<file path="src/design/wlns_pkg.sv">
package wlns_pkg;

  // sizes
  localparam int MAX_ORDER = 32;
  localparam int IDX_W     = $clog2(MAX_ORDER);
  localparam int ORD_W     = $clog2(MAX_ORDER + 1);
  localparam int SAMP_W    = 24;
  localparam int COEF_W    = 18;
  localparam int ST_W      = 32;
  localparam int ACC_W     = 47;
  localparam int MB_W      = COEF_W + 1;
  localparam int PROD_W    = ACC_W + MB_W;
  localparam int RND_W     = PROD_W - 17;
  localparam int RND23_W   = PROD_W - 23;
  localparam int SUM_W     = 50;

  // accumulator limits and saturation bounds
  localparam logic signed [SUM_W-1:0] SAMP_LIM  = SUM_W'(64'sd1 <<< 40);
  localparam logic signed [SUM_W-1:0] SCALE_LIM = SUM_W'(64'sd1 <<< 45);
  localparam logic signed [SUM_W-1:0] S32_MAX   = SUM_W'(64'sd2147483647);
  localparam logic signed [SUM_W-1:0] S32_MIN   = SUM_W'(-64'sd2147483648);
  localparam logic signed [ACC_W-1:0] SCALE_ONE = ACC_W'(64'sd1 <<< 30);
  localparam logic signed [ST_W-1:0]  UNIT_SCALE = ST_W'(64'sd1 <<< 23);

  typedef enum logic [1:0] {
    FUNC_SAMPLE = 2'd0,
    FUNC_COEF   = 2'd1,
    FUNC_APPLY  = 2'd2,
    FUNC_RESET  = 2'd3
  } func_t;

  // datapath micro operations: multiply, then write back
  typedef enum logic [3:0] {
    OP_AP1, OP_AP2, OP_AP3,
    OP_LA1, OP_LA2,
    OP_LN1, OP_LN2,
    OP_SB,
    OP_PA1, OP_PA2,
    OP_SC
  } op_t;

  typedef struct packed {
    logic             load_sample;
    logic             load_apply;
    logic             write_coef;
    logic             clear_state;
    logic             mul_en;
    logic             wb_en;
    op_t              op;
    logic             scale_mode;
    logic [IDX_W-1:0] idx;
    logic             div_start;
    logic             pred_init;
    logic             out_load;
  } cmd_t;

  typedef struct packed {
    logic [ORD_W-1:0] order;
    logic             div_done;
  } sts_t;

  // shift right by 17 rounding half up
  function automatic logic signed [RND_W-1:0] rnd17(input logic signed [PROD_W-1:0] p);
    logic signed [PROD_W-1:0] s;
    s = (p + (PROD_W'(1) << 16)) >>> 17;
    return s[RND_W-1:0];
  endfunction

  // shift right by 23 rounding half up
  function automatic logic signed [RND23_W-1:0] rnd23(input logic signed [PROD_W-1:0] p);
    logic signed [PROD_W-1:0] s;
    s = (p + (PROD_W'(1) << 22)) >>> 23;
    return s[RND23_W-1:0];
  endfunction

  function automatic logic signed [ST_W-1:0] sat32(input logic signed [SUM_W-1:0] v);
    logic signed [SUM_W-1:0] c;
    if (v > S32_MAX) c = S32_MAX;
    else if (v < S32_MIN) c = S32_MIN;
    else c = v;
    return c[ST_W-1:0];
  endfunction

  function automatic logic signed [ACC_W-1:0] clamp_acc(input logic signed [SUM_W-1:0] v,
                                                        input logic scale_mode);
    logic signed [SUM_W-1:0] lim;
    logic signed [SUM_W-1:0] c;
    lim = scale_mode ? SCALE_LIM : SAMP_LIM;
    if (v > lim) c = lim;
    else if (v < -lim) c = -lim;
    else c = v;
    return c[ACC_W-1:0];
  endfunction

endpackage

</file>
<file path="src/design/wlns_ctrl.sv">
module wlns_ctrl (
  input  logic           clk,
  input  logic           rst_n,
  input  logic           in_valid,
  input  logic [1:0]     in_func,
  output logic           in_stall,
  output logic           out_valid,
  input  logic           out_stall,
  output wlns_pkg::cmd_t cmd,
  input  wlns_pkg::sts_t sts
);
  import wlns_pkg::*;

  typedef enum logic [3:0] {
    S_IDLE, S_APPLY_CHK, S_RUN_MUL, S_RUN_WB, S_DIV_GO, S_DIV_WAIT,
    S_PRED_INIT, S_FIN_MUL, S_FIN_WB, S_OUT
  } state_t;

  typedef enum logic [1:0] {
    PASS_SAMPLE, PASS_SCALE, PASS_PRED
  } pass_t;

  state_t           state_r, state_nxt;
  pass_t            pass_r, pass_nxt;
  logic [ORD_W-1:0] idx_r, idx_nxt;
  logic [2:0]       step_r, step_nxt;
  logic             out_valid_r, out_valid_nxt;
  logic             acc;
  op_t              op_cur;
  logic             op_last;
  func_t            func;

  assign func     = func_t'(in_func);
  assign in_stall = (state_r != S_IDLE);
  assign acc      = in_valid && !in_stall;

  // micro-op sequence of each pass over one stage
  always_comb begin
    op_last = 1'b0;
    unique case (pass_r)
      PASS_SAMPLE: begin
        unique case (step_r)
          3'd0: op_cur = OP_AP1;
          3'd1: op_cur = OP_AP2;
          3'd2: op_cur = OP_AP3;
          3'd3: op_cur = OP_LA1;
          3'd4: op_cur = OP_LA2;
          3'd5: op_cur = OP_LN1;
          default: begin op_cur = OP_LN2; op_last = 1'b1; end
        endcase
      end
      PASS_SCALE: begin
        unique case (step_r)
          3'd0: op_cur = OP_SB;
          3'd1: op_cur = OP_LA1;
          default: begin op_cur = OP_LA2; op_last = 1'b1; end
        endcase
      end
      default: begin
        unique case (step_r)
          3'd0: op_cur = OP_PA1;
          3'd1: op_cur = OP_PA2;
          3'd2: op_cur = OP_LN1;
          default: begin op_cur = OP_LN2; op_last = 1'b1; end
        endcase
      end
    endcase
  end

  // next state and commands
  always_comb begin
    state_nxt     = state_r;
    pass_nxt      = pass_r;
    idx_nxt       = idx_r;
    step_nxt      = step_r;
    out_valid_nxt = out_valid_r && out_stall;
    cmd            = '0;
    cmd.op         = op_cur;
    cmd.idx        = idx_r[IDX_W-1:0];
    cmd.scale_mode = (pass_r == PASS_SCALE);
    unique case (state_r)
      S_IDLE: begin
        if (acc) begin
          idx_nxt  = '0;
          step_nxt = '0;
          unique case (func)
            FUNC_SAMPLE: begin
              cmd.load_sample = 1'b1;
              pass_nxt  = PASS_SAMPLE;
              state_nxt = (sts.order == '0) ? S_FIN_MUL : S_RUN_MUL;
            end
            FUNC_COEF: begin
              cmd.write_coef = 1'b1;
              state_nxt = S_OUT;
            end
            FUNC_APPLY: begin
              cmd.load_apply = 1'b1;
              pass_nxt  = PASS_SCALE;
              state_nxt = S_APPLY_CHK;
            end
            default: begin
              cmd.clear_state = 1'b1;
              state_nxt = S_OUT;
            end
          endcase
        end
      end
      S_APPLY_CHK: state_nxt = (sts.order == '0) ? S_DIV_GO : S_RUN_MUL;
      S_RUN_MUL: begin
        cmd.mul_en = 1'b1;
        state_nxt  = S_RUN_WB;
      end
      S_RUN_WB: begin
        cmd.wb_en = 1'b1;
        state_nxt = S_RUN_MUL;
        if (op_last) begin
          step_nxt = '0;
          idx_nxt  = idx_r + ORD_W'(1);
          if (idx_r + ORD_W'(1) == sts.order) begin
            state_nxt = (pass_r == PASS_SCALE) ? S_DIV_GO : S_FIN_MUL;
          end
        end else begin
          step_nxt = step_r + 3'd1;
        end
      end
      S_DIV_GO: begin
        cmd.div_start = 1'b1;
        state_nxt     = S_DIV_WAIT;
      end
      S_DIV_WAIT: if (sts.div_done) state_nxt = S_PRED_INIT;
      S_PRED_INIT: begin
        cmd.pred_init = 1'b1;
        pass_nxt  = PASS_PRED;
        idx_nxt   = '0;
        step_nxt  = '0;
        state_nxt = (sts.order == '0) ? S_FIN_MUL : S_RUN_MUL;
      end
      S_FIN_MUL: begin
        cmd.mul_en = 1'b1;
        cmd.op     = OP_SC;
        state_nxt  = S_FIN_WB;
      end
      S_FIN_WB: begin
        cmd.wb_en = 1'b1;
        cmd.op    = OP_SC;
        state_nxt = S_OUT;
      end
      S_OUT: begin
        if (!out_valid_r || !out_stall) begin
          cmd.out_load  = 1'b1;
          out_valid_nxt = 1'b1;
          state_nxt     = S_IDLE;
        end
      end
      default: state_nxt = S_IDLE;
    endcase
  end

  always_ff @(posedge clk) begin
    if (!rst_n) begin
      state_r     <= S_IDLE;
      pass_r      <= PASS_SAMPLE;
      idx_r       <= '0;
      step_r      <= '0;
      out_valid_r <= 1'b0;
    end else begin
      state_r     <= state_nxt;
      pass_r      <= pass_nxt;
      idx_r       <= idx_nxt;
      step_r      <= step_nxt;
      out_valid_r <= out_valid_nxt;
    end
  end

  assign out_valid = out_valid_r;

  // an accepted item always leaves idle
  a_acc_busy: assert property (@(posedge clk) disable iff (!rst_n)
    acc |=> in_stall)
    else $error("accepted item did not start work");

  // a new result only comes out of the output state
  a_out_src: assert property (@(posedge clk) disable iff (!rst_n)
    (!$past(out_valid_r) || !$past(out_stall)) && out_valid_r |-> $past(state_r == S_OUT))
    else $error("result shown from wrong state");

  // stage walk stays inside the active order
  a_idx_range: assert property (@(posedge clk) disable iff (!rst_n)
    state_r == S_RUN_MUL |-> idx_r < sts.order)
    else $error("stage index beyond order");

endmodule

</file>
<file path="config.mk">
export PLATFORM = sky130hd
export DESIGN_NAME = wlns_ctrl
export DESIGN_NICKNAME = d
export VERILOG_FILES = /design/src/design/wlns_pkg.sv /design/src/design/wlns_ctrl.sv
export SDC_FILE = /design/constraint.sdc
export NUM_CORES = 1
export LEC_CHECK = 0
export BUFFER_PORTS_ARGS = -buffer_cell sky130_fd_sc_hd__buf_4
export CORE_AREA = 4 4 57 59
export DETAILED_ROUTE_END_ITERATION = 6
export DIE_AREA = 0 0 61 63
export GPL_TIMING_DRIVEN = 1
export HOLD_SLACK_MARGIN = 0.12
export PLACE_DENSITY = 0.89
export SYNTH_ARGS = -nofsm -noshare
export SYNTH_HDL_FRONTEND = slang
export SYNTH_SLANG_ARGS = --single-unit
export TNS_END_PERCENT = 100
</file>
<file path="constraint.sdc">
create_clock -name clk -period 2.04 [get_ports clk]
set_input_delay 0.102 -clock clk [delete_from_list [all_inputs] [get_ports clk]]
set_output_delay 0.102 -clock clk [all_outputs]
set_load 0.03 [all_outputs]
</file>
==> results.sh, run 1 <==
export IMPL_fmax_ghz=0.5112
export IMPL_rrSetupSlack_ps=80
export IMPL_cp_end_kind="flop"
export IMPL_grt_max_degree=19
export IMPL_groute_usage_overall_pct=21.26
export IMPL_drv_slew=0
export IMPL_area_delta_synth_final_pct=22.24
export IMPL_max_vdd_ir_drop_uv=445.5
export IMPL_pwr_share_comb_pct=42.1
export IMPL_overflow=0
export IMPL_timing_hold_violations_final=0
export IMPL_portBuffers=33
export IMPL_die_y_um=63
export IMPL_slowest_delay_ps=620
export IMPL_cp_cell_sequence="nand3b_1 > or2_1 > nor3_4 > a31oi_1 > a211oi_1"
export IMPL_start_kind="flop"
export IMPL_crit_type="reg -> reg"
export IMPL_wl_met3_um=340
export IMPL_syn_nets=215
export IMPL_die_w_um=61
export IMPL_crit_required_ps=2250
export IMPL_via_per_inst=6.209
export IMPL_cts_root_buf="clkbuf_4"
export IMPL_p_leak_nw=0.8103
export IMPL_hold_start="rst_n"
export IMPL_whs_path_depth=2
export IMPL_max_cap_violations=0
export IMPL_drc=0
export IMPL_hold_end="state_r[3]$_SDFFE_PN0P_"
export IMPL_switching_share_pct=41.95
export IMPL_dp_hpwl_um=2853
export IMPL_core_um2=2710
export IMPL_dieArea_um2=3843
export IMPL_grt_pass1_vias=1491
export IMPL_num_vias=1602
export IMPL_fin_crit_sh_pct=95.90
export IMPL_synth_edf_count=0
export IMPL_wl_um=4011
export IMPL_clock_latency_ps=300
export IMPL_place_gp_congestion=0.8982
export IMPL_antenna_found_initial=0
export IMPL_netlist_area_um2=1451
export IMPL_start_util_pct=53.55
export IMPL_worst_path_buf_inv=0
export IMPL_synthArstFlopShare_pct=0
export IMPL_power_density_nw_per_um2=584.7
export IMPL_slew_headroom_pct=69.62
export IMPL_clock_power_share_pct=21.9
export IMPL_final_layout_size_suffix_gt1_share_pct=25.99
export IMPL_ys_types=52
export IMPL_worst_hold_path_type="in -> reg"
export IMPL_grt_pass1_wl_um=6548
export IMPL_io_pins=34
export IMPL_cts_path_max_buffers=2
export IMPL_syn_inst=196
export IMPL_rr_startpoint="state_r[0]$_SDFFE_PN0P_"
export IMPL_utilization_pct=65.47
export IMPL_core_rowCount=19
export IMPL_crit_family="simple AND/OR/NAND/NOR gates"
export IMPL_status="completed"
export IMPL_drt_pass1_iterations=5
export IMPL_drtAntennaViolNets=0
export IMPL_holdWs_ps=121.1
export IMPL_p_int_uw=602.2
export IMPL_worst_r2r_path_depth=5
export IMPL_yosysWarnings=0
export IMPL_clk_pin_slew_ps=110
export IMPL_clkSinkCount=16
export IMPL_drt_iter0_drc=126
export IMPL_ys_seq_area_share_pct=22.07
export IMPL_ys_seq_elements=16
export IMPL_crit_fanout=13
export IMPL_switching_power_uw=435.2
export IMPL_route_met2_wl_um=1922
export IMPL_synth_ff_type="dfxtp_1"
export IMPL_sequentialPowerShare_pct=36.0
export IMPL_fin_ws_ps=83.71
export IMPL_final_min_clock_period_ps=1956
export IMPL_n_antenna_cell=0
export IMPL_cts_tree="built"
export IMPL_cp_slowest_cell="dfxtp_1"
export IMPL_post_place_ws_ps=52.53
export IMPL_r2r_end="state_r[2]$_SDFFE_PN0P_"
export IMPL_tns_ps=0
export IMPL_fin_nets=247
export IMPL_routedWlPerCell_um=15.55
export IMPL_avgSynthCellArea_um2=7.405
export IMPL_maxUsedRoutingLayer="met4"
export IMPL_setup_viol=0
export IMPL_cts_max_level=1
export IMPL_cts_made_buffers=3
export IMPL_worstMarginPinSlew_ps=451.9
export IMPL_skew_ps=7.927
export IMPL_critPathArrivalTime_ps=2170
export IMPL_wl_met1_um=1688
==> worst max path at each step <==
stage | start | end | slack, ps | cells after the start
floorplan | state_r[2]$_SDFFE_PN0P_ | pass_r[0]$_SDFFE_PN0P_ | 40 | 5
global placement | step_r[0]$_SDFFE_PN0P_ | state_r[2]$_SDFFE_PN0P_ | 150 | 7
detailed placement | step_r[0]$_SDFFE_PN0P_ | state_r[2]$_SDFFE_PN0P_ | 50 | 7
CTS | step_r[0]$_SDFFE_PN0P_ | cmd[11] | 7 | 8
global route | state_r[3]$_SDFFE_PN0P_ | cmd[11] | -2 | 7
finish | state_r[0]$_SDFFE_PN0P_ | state_r[2]$_SDFFE_PN0P_ | 80 | 5
==> final cells by class <==
cell class / instances / area (µm²)
Multi-Input combinational cell: 155 / 1023
Fill cell: 244 / 935.9
Sequential cell: 16 / 324.1
Timing Repair Buffer: 41 / 310.3
Inverter: 11 / 41.29
Tap cell: 31 / 38.79
Clock buffer: 4 / 36.28
==> layout by cell type (no fill, tap or decap), drive strengths merged, types with 3 or more instances in the layout <==
cell / netlist / routed
a21boi: 6 / 6
a21oi: 10 / 10
a31o: 4 / 4
a31oi: 6 / 6
and2: 4 / 4
and3: 4 / 4
buf: 12 / 40
clkbuf: 2 / 4
dfxtp: 16 / 16
ha: 6 / 6
inv: 11 / 11
nand2: 13 / 13
nand3: 9 / 9
nand3b: 3 / 3
nand4: 3 / 3
nor2: 19 / 19
nor3: 8 / 8
nor3b: 3 / 3
o211a: 3 / 3
o21a: 3 / 3
o21ai: 14 / 14
xnor2: 3 / 3
xor2: 6 / 6
==> cell usage after synthesis (2+ instances only) <==
cell | instances | area, µm²
o21a_1 | 3 | 22.52
nor2b_1 | 2 | 12.51
a31o_1 | 3 | 26.28
buf_4 | 6 | 45.04
a31oi_1 | 6 | 37.54
o211ai_1 | 2 | 15.01
nor3b_1 | 3 | 22.52
a211oi_1 | 2 | 15.01
or2_1 | 2 | 12.51
and2_1 | 4 | 25.02
ha_1 | 6 | 75.07
buf_2 | 6 | 30.03
inv_1 | 9 | 33.78
nand3_1 | 9 | 45.04
o21ai_0 | 5 | 25.02
nor2_1 | 19 | 71.32
clkbuf_1 | 2 | 7.510
a21boi_1 | 5 | 37.54
xnor2_1 | 3 | 26.28
nor3_1 | 6 | 30.03
o31ai_1 | 2 | 15.01
a21oi_1 | 9 | 45.04
nand2_1 | 13 | 48.80
inv_2 | 2 | 7.510
o211a_1 | 3 | 30.03
a22oi_1 | 2 | 15.01
nand4_1 | 3 | 18.77
and3_1 | 4 | 25.02
o21ai_1 | 9 | 45.04
o32ai_1 | 2 | 17.52
dfxtp_1 | 16 | 320.3
nand3b_1 | 3 | 22.52
xor2_1 | 6 | 52.55
==> layer usage <==
layer,track usage [%],up-vias
met1,28.94,724
li1,-,779
met4,6.775,0
met3,2.686,10
met5,0,-
met2,33.96,89
==> logic make-up (layout without fill, tap and decap cells) <==
kind of cell / Yosys count / after routing / share of synthesized area, %
simple gates: 75 / 75 / 27.76
compound gates: 65 / 65 / 31.04
buf+inv: 25 / 56 / 8.535
flops: 16 / 16 / 22.07
xor+xnor: 9 / 9 / 5.431
fa+ha+maj: 6 / 6 / 5.172
==> metrics by stage <==
step	instances	instance area, µm²	total power [mW]
floorplan	196	1451	0.6617
global placement	251	1693	0.7888
detailed placement	251	1693	0.7941
CTS	256	1739	1.015
global route	258	1774	1.081
finish	258	1774	1.037
==> flip-flops by register name, summed over array words and instances, names as in the netlist <==
signal     flops
state_r        4
pass_r         2
out_valid      1
idx_r          6
step_r         3
==> power by group through the flow <==
stage	combinational, mW	clock [mW]	sequential (mW)
floorplan	0.314	0	0.348
global placement	0.414	0	0.375
detailed placement	0.417	0	0.377
CTS	0.425	0.220	0.370
global route	0.470	0.235	0.377
finish	0.437	0.228	0.373
==> what timing repair did <==
| action | in CTS | in global routing |
|---|---|---|
| resized for setup | 0 | 8 |
| hold endpoints to repair | 1 | 0 |
| hold buffers | 1 | 0 |
| setup endpoints to repair | 0 | 10 |
| buffers inserted | 0 | 2 |
No activity file was read; power rests on OpenSTA's default activity.
==> run 2: changes to the inputs <==
--- a/config.mk
+++ b/config.mk
@@ -5,10 +5,12 @@
 export SDC_FILE = /design/constraint.sdc
 export NUM_CORES = 1
 export LEC_CHECK = 0
+export ABC_AREA = 1
 export BUFFER_PORTS_ARGS = -buffer_cell sky130_fd_sc_hd__buf_4
-export CORE_AREA = 4 4 57 59
+export CORE_AREA = 2 2 54 56
+export CTS_CLUSTER_SIZE = 20
 export DETAILED_ROUTE_END_ITERATION = 6
-export DIE_AREA = 0 0 61 63
+export DIE_AREA = 0 0 56 58
 export GPL_TIMING_DRIVEN = 1
 export HOLD_SLACK_MARGIN = 0.12
 export PLACE_DENSITY = 0.89
==> run 2 against run 1 <==
Compared with the run above:
- synthesized cell count is 15% higher
- clock-buffer cell count is the same
- wire length is 20% lower
- clock skew shrank 3.9 ps
- die area decreased by 15%
==> results.sh, run 2 <==
export IMPL_core_rowCount=19
export IMPL_worstMarginPinSlew_ps=374.6
export IMPL_max_vdd_ir_drop_uv=572.2
export IMPL_num_vias=1475
export IMPL_slew_headroom_pct=75.00
export IMPL_synth_top_area_share_pct=23.46
export IMPL_slowest_delay_ps=390
export IMPL_via_per_inst=5.086
export IMPL_place_gp_congestion=0.8879
export IMPL_yosysTopAreaCell="dfxtp_1"
export IMPL_drv_slew=0
export IMPL_dp_hpwl_um=2638
export IMPL_crit_required_ps=1940
export IMPL_max_cap_violations=0
export IMPL_drt_iter0_drc=39
export IMPL_core_um2=2663
export IMPL_holdWs_ps=202.8
export IMPL_antenna_found_initial=0
export IMPL_portBuffers=33
export IMPL_ys_types=31
export IMPL_fmax_ghz=0.5232
export IMPL_status="completed"
export IMPL_cts_root_buf="clkbuf_4"
export IMPL_synthMuxAreaShare_pct=0
export IMPL_tns_ps=0
export IMPL_cts_tree="built"
export IMPL_yosysWarnings=0
export IMPL_fin_nets=279
export IMPL_power_density_nw_per_um2=872.3
export IMPL_start_util_pct=51.27
export IMPL_synth_top_family_by_area="simple AND/OR/NAND/NOR gates"
export IMPL_grt_pass1_wl_um=5264
export IMPL_die_y_um=58
export IMPL_rsz0062_at_grt="no"
export IMPL_groute_usage_overall_pct=19.96
export IMPL_layout_commonest_cell="nand2_1"
export IMPL_start_kind="flop"
export IMPL_cp_slowest_cell="dfxtp_1"
export IMPL_cts_path_max_buffers=2
export IMPL_final_min_clock_period_ps=1911
export IMPL_netlist_area_um2=1365
export IMPL_drc=0
export IMPL_dieArea_um2=3248
export IMPL_routedWlPerCell_um=11.10
export IMPL_clock_latency_ps=290
export IMPL_grt_max_degree=12
export IMPL_wl_um=3218
export IMPL_drt_pass1_iterations=4
export IMPL_drtAntennaViolNets=0
export IMPL_yosys_top_cells_count="50 x nand2_1, 43 x inv_1, 26 x nor2_1"
export IMPL_fin_crit_sh_pct=93.69
export IMPL_cp_cell_sequence="inv_1 > ha_1 > inv_1 > nor2_2 > o311ai_2 > o2111ai_1 > buf_4"
export IMPL_crit_top_cell="inv_1"
export IMPL_top_register="idx_r"
export IMPL_largest_register_ffs=6
export IMPL_grt_pass1_vias=1351
export IMPL_setup_viol=0
export IMPL_p_leak_nw=0.8385
export IMPL_syn_inst=225
export IMPL_clk_pin_slew_ps=100
export IMPL_synth_edf_count=0
export IMPL_ys_seq_area_share_pct=23.46
export IMPL_avgSynthCellArea_um2=6.067
export IMPL_synth_compound_area_share_pct=16.96
export IMPL_synth_simple_area_share_pct=36.48
export IMPL_mostFrequentLayoutCells="49 x nand2_1, 43 x inv_1, 33 x buf_4"
export IMPL_crit_type="reg -> out"
export IMPL_skew_ps=4.050
export IMPL_synth_ff_type="dfxtp_1"
export IMPL_synth_adder_area_share_pct=5.500
export IMPL_yosys_top_cells_area="dfxtp_1 23%, nand2_1 14%, inv_1 12%, nor2_1 7.1%, ha_1 5.5%"
export IMPL_cts_max_level=1
export IMPL_worst_hold_path_type="in -> reg"
export IMPL_timing_hold_violations_final=0
export IMPL_die_w_um=56
export IMPL_synthArstFlopShare_pct=0
export IMPL_top_regs="idx_r (6), state_r (4), step_r (3)"
export IMPL_synthXorXnorAreaFrac_pct=0.6416
export IMPL_cts_made_buffers=3
export IMPL_post_cts_buffers=0
export IMPL_area_delta_synth_final_pct=23.92
export IMPL_cp_end_kind="output pin"
export IMPL_overflow=0
export IMPL_crit_fanout=4
export IMPL_ys_seq_elements=16
export IMPL_io_pins=34
export IMPL_critPathArrivalTime_ps=1810
export IMPL_n_antenna_cell=0
export IMPL_yosysMostFrequentCell="nand2_1"
export IMPL_final_layout_size_suffix_gt1_share_pct=22.39
export IMPL_syn_nets=244
export IMPL_clkSinkCount=16
==> run 2: cell count changes after synthesis, moves of 4 or more <==
cell / previous run / this run
a21oi_1: 9 / 14
inv_1: 9 / 43
o21ai_1: 9 / 1
a31oi_1: 6 / 2
and2_1: 4 / 0
o21ai_0: 5 / 11
nand2_1: 13 / 50
and3_1: 4 / 0
nor2_1: 19 / 26
a21boi_1: 5 / 0
buf_2: 6 / 0
xor2_1: 6 / 1
nor2_2: 0 / 5
==> run 2: area by class of cell <==
class,instances,area [µm²]
Fill cell,240,970.9
Multi-Input combinational cell,154,825.8
Sequential cell,16,320.3
Timing Repair Buffer,37,287.8
Inverter,48,182.7
Tap cell,31,38.79
Clock buffer,4,36.28
==> run 2: kinds of logic (layout without fill, tap and decap cells) <==
family | after synthesis | after routing
xor gates and xnor gates | 1 | 1
AOI/OAI and AO/OA | 39 | 39
DFF | 16 | 16
and+or+nand+nor | 108 | 108
adders and majority gates | 6 | 6
buffers and inverters | 55 | 89
==> run 2: per-stage QoR <==
step	cells	util [%]	cell area (µm²)	setup WS (ps)	total power, mW
5_1_grt	290	63.53	1692	24.18	1.581
2_1_floorplan	225	-	1365	210.5	1.031
6_report	290	63.53	1692	128.6	1.476
3_3_place_gp	282	60.20	1603	302.9	1.232
4_1_cts	290	63.06	1679	56.54	1.472
3_5_place_dp	282	60.20	1603	198.9	1.250
==> run 2: report_power, final <==
part | switching [mW] | leakage [nW] | internal (mW)
Clock | 0.106 | 0.0210 | 0.109
Combinational | 0.569 | 0.687 | 0.292
Sequential | 0.0443 | 0.130 | 0.355
==> run 2: path summary, 6_finish.rpt <==
check,to,from,cells after the start,slack (ps)
min reg2reg,pass_r[0]$_SDFFE_PN0P_,pass_r[0]$_SDFFE_PN0P_,2,470
max reg2reg,state_r[2]$_SDFFE_PN0P_,step_r[1]$_SDFFE_PN0P_,13,220
min,pass_r[0]$_SDFFE_PN0P_,in_func[1],5,200
max,cmd[10],step_r[0]$_SDFFE_PN0P_,7,130
==> run 2: layer usage <==
metal	routed length (µm)	global-route usage, %
met5	0	0
met4	59	9.184
met3	126	2.679
met2	1637	35.13
met1	1395	24.31
==> run 2: timing repair <==
| action | 4_1_cts | 5_1_grt |
|---|---|---|
| hold buffers | 4 | 0 |
| pin swaps | 0 | 2 |
| endpoints found under the setup margin | 1 | 5 |
| gates resized for setup | 1 | 3 |
| endpoints found under the hold margin | 4 | 0 |
==> run 2: worst max-delay path, delay by kind of cell (launching register included) <==
family                     cells  cell delay (ps)
adders and majority gates      1              230
DFF                            1              390
and+or+nand+nor                1               60
buffers and inverters          3              380
AOI/OAI and AO/OA              2              450
==> run 3: changes to the inputs <==
--- a/config.mk
+++ b/config.mk
@@ -7,13 +7,13 @@
 export LEC_CHECK = 0
 export ABC_AREA = 1
 export BUFFER_PORTS_ARGS = -buffer_cell sky130_fd_sc_hd__buf_4
-export CORE_AREA = 2 2 54 56
+export CORE_AREA = 2 2 69 45
 export CTS_CLUSTER_SIZE = 20
 export DETAILED_ROUTE_END_ITERATION = 6
-export DIE_AREA = 0 0 56 58
+export DIE_AREA = 0 0 71 47
 export GPL_TIMING_DRIVEN = 1
 export HOLD_SLACK_MARGIN = 0.12
-export PLACE_DENSITY = 0.89
+export PLACE_DENSITY = 0.88
 export SYNTH_ARGS = -nofsm -noshare
 export SYNTH_HDL_FRONTEND = slang
 export SYNTH_SLANG_ARGS = --single-unit
==> run 3 against run 2 <==
Compared with the run above:
- fmax fell by 4.1%
- core utilization fell by 2.6 points
- sequential cell count did not move
- design area fell by 1.9%
- combinational power fell by 1%
- highest routed layer is now met3
- global-route usage rose by 0.36 points
- setup slack got worse by 81 ps
- cell count fell by 0.34%
- register-to-register slack barely moved
- clock skew barely moved
- clock-buffer cell count fell by 1
==> results.sh, run 3 (synthesized netlist as in run 2, its figures left out) <==
export IMPL_slew_headroom_pct=71.87
export IMPL_holdWs_ps=123.4
export IMPL_final_layout_size_suffix_gt1_share_pct=22.35
export IMPL_antenna_found_initial=0
export IMPL_drt_iter0_drc=54
export IMPL_start_kind="flop"
export IMPL_clkSinkCount=16
export IMPL_place_gp_congestion=0.9038
export IMPL_area_delta_synth_final_pct=21.54
export IMPL_clk_pin_slew_ps=60
export IMPL_grt_max_degree=12
export IMPL_n_fill_cell=224
export IMPL_wl_um=3272
export IMPL_top_register="idx_r"
export IMPL_mostFrequentLayoutCells="49 x nand2_1, 43 x inv_1, 34 x buf_4"
export IMPL_status="completed"
export IMPL_worst_hold_path_type="in -> reg"
export IMPL_cts_tree="built"
export IMPL_io_pins=34
export IMPL_grt_pass1_vias=1232
export IMPL_core_um2=2721
export IMPL_dieArea_um2=3337
export IMPL_fin_ws_ps=47.81
export IMPL_groute_usage_overall_pct=20.32
export IMPL_rrSetupSlack_ps=230
export IMPL_max_cap_violations=0
export IMPL_portBuffers=33
export IMPL_cts_max_level=1
export IMPL_p_leak_nw=0.8273
export IMPL_cp_end_kind="output pin"
export IMPL_final_cells=289
export IMPL_crit_fanout=4
export IMPL_drtAntennaViolNets=0
export IMPL_hold_start="rst_n"
export IMPL_dp_cells=286
export IMPL_critPathArrivalTime_ps=1890
export IMPL_fin_crit_sh_pct=97.66
export IMPL_crit_required_ps=1940
export IMPL_die_w_um=71
export IMPL_skew_ps=3.818
export IMPL_worstMarginPinSlew_ps=416.7
export IMPL_n_antenna_cell=0
export IMPL_fmax_ghz=0.5020
export IMPL_max_vdd_ir_drop_uv=444.4
export IMPL_die_y_um=47
export IMPL_rr_startpoint="step_r[1]$_SDFFE_PN0P_"
export IMPL_num_vias=1497
export IMPL_whs_path_depth=3
export IMPL_largest_register_ffs=6
export IMPL_dp_hpwl_um=2673
export IMPL_core_rowCount=15
export IMPL_fin_nets=276
export IMPL_top_regs="idx_r (6), state_r (4), step_r (3)"
export IMPL_overflow=0
export IMPL_setup_viol=0
export IMPL_drt_pass1_iterations=5
export IMPL_drc=0
export IMPL_drv_slew=0
export IMPL_final_min_clock_period_ps=1992
export IMPL_design_area_um2=1659
export IMPL_cts_made_buffers=3
export IMPL_hold_end="idx_r[1]$_SDFFE_PN0P_"
export IMPL_cts_hold_fix_buffers=0
export IMPL_r2r_end="state_r[0]$_SDFFE_PN0P_"
export IMPL_dpl_cell_area_um2=1614
export IMPL_routedWlPerCell_um=11.32
export IMPL_clock_latency_ps=250
export IMPL_timing_hold_violations_final=0
export IMPL_via_per_inst=5.180
export IMPL_grt_pass1_wl_um=5333
export IMPL_worst_r2r_path_depth=13
export IMPL_crit_type="reg -> out"
export IMPL_post_cts_buffers=0
export IMPL_layout_commonest_cell="nand2_1"
export IMPL_post_place_ws_ps=238.5
export IMPL_power_density_nw_per_um2=899.9
export IMPL_cts_path_max_buffers=2
export IMPL_cts_root_buf="clkbuf_8"
export IMPL_start_util_pct=50.16
export IMPL_tns_ps=0
==> run 3: cell types whose count changed in the layout (fill, tap and decap cells not counted), sizes merged <==
cell         change
clkbuf           -1
buf              +1
dlygate4sd3      -4
==> run 3: repair_timing <==
item / 4_1_cts / 5_1_grt
endpoints found under the hold margin: 0 / 0
resized for setup: 0 / 2
setup endpoints to repair: 0 / 3
==> run 3: worst max path at each step <==
stage                                 from                       to  slack [ps]  depth (start not counted)
CTS                 step_r[0]$_SDFFE_PN0P_                  cmd[10]         100                          7
global placement    step_r[0]$_SDFFE_PN0P_  state_r[1]$_SDFFE_PN0P_         300                         14
floorplan           step_r[0]$_SDFFE_PN0P_                   cmd[9]         210                          8
global route        step_r[0]$_SDFFE_PN0P_  state_r[1]$_SDFFE_PN0P_          -8                         14
detailed placement  step_r[1]$_SDFFE_PN0P_  state_r[1]$_SDFFE_PN0P_         240                         14
finish              step_r[0]$_SDFFE_PN0P_                  cmd[10]          50                          7
==> run 3: worst max-delay path, stage by stage (launching register included) <==
cell and delay (ps):
dfxtp_1 380, inv_1 90, ha_1 230, inv_1 60
nor2_1 50, o311ai_0 420, o2111ai_1 200, buf_4 210
==> run 3: report_power, final <==
part / switching, mW / leakage [nW] / internal [mW]
Clock: 0.106 / 0.0216 / 0.131
Combinational: 0.568 / 0.675 / 0.284
Sequential: 0.0459 / 0.131 / 0.357
==> run 3: cell type report <==
type / count / area (µm²) / share of cell area (%)
clock buffer: 3 / 41.29 / 2.489
inverter: 48 / 182.7 / 11.01
multi-input combinational: 154 / 815.8 / 49.17
sequential: 16 / 321.6 / 19.38
tap: 34 / 42.54 / 2.564
timing repair buffer: 34 / 255.2 / 15.38
==> run 3: layer usage <==
metal	track usage, %	vias to the layer above	part of all wire, %
li1	-	778	-
met1	30.40	656	50
met2	29.72	63	41
met3	6.438	0	8.6
met4	1.887	0	0
met5	0	-	0
==> run 3: metrics by stage <==
step | total power, mW | util [%]
after detailed placement | 1.247 | 59.31
after global placement | 1.244 | 59.31
after CTS | 1.482 | 60.83
final | 1.493 | 60.97
after floorplan | 1.031 | -
after global routing | 1.603 | 60.97
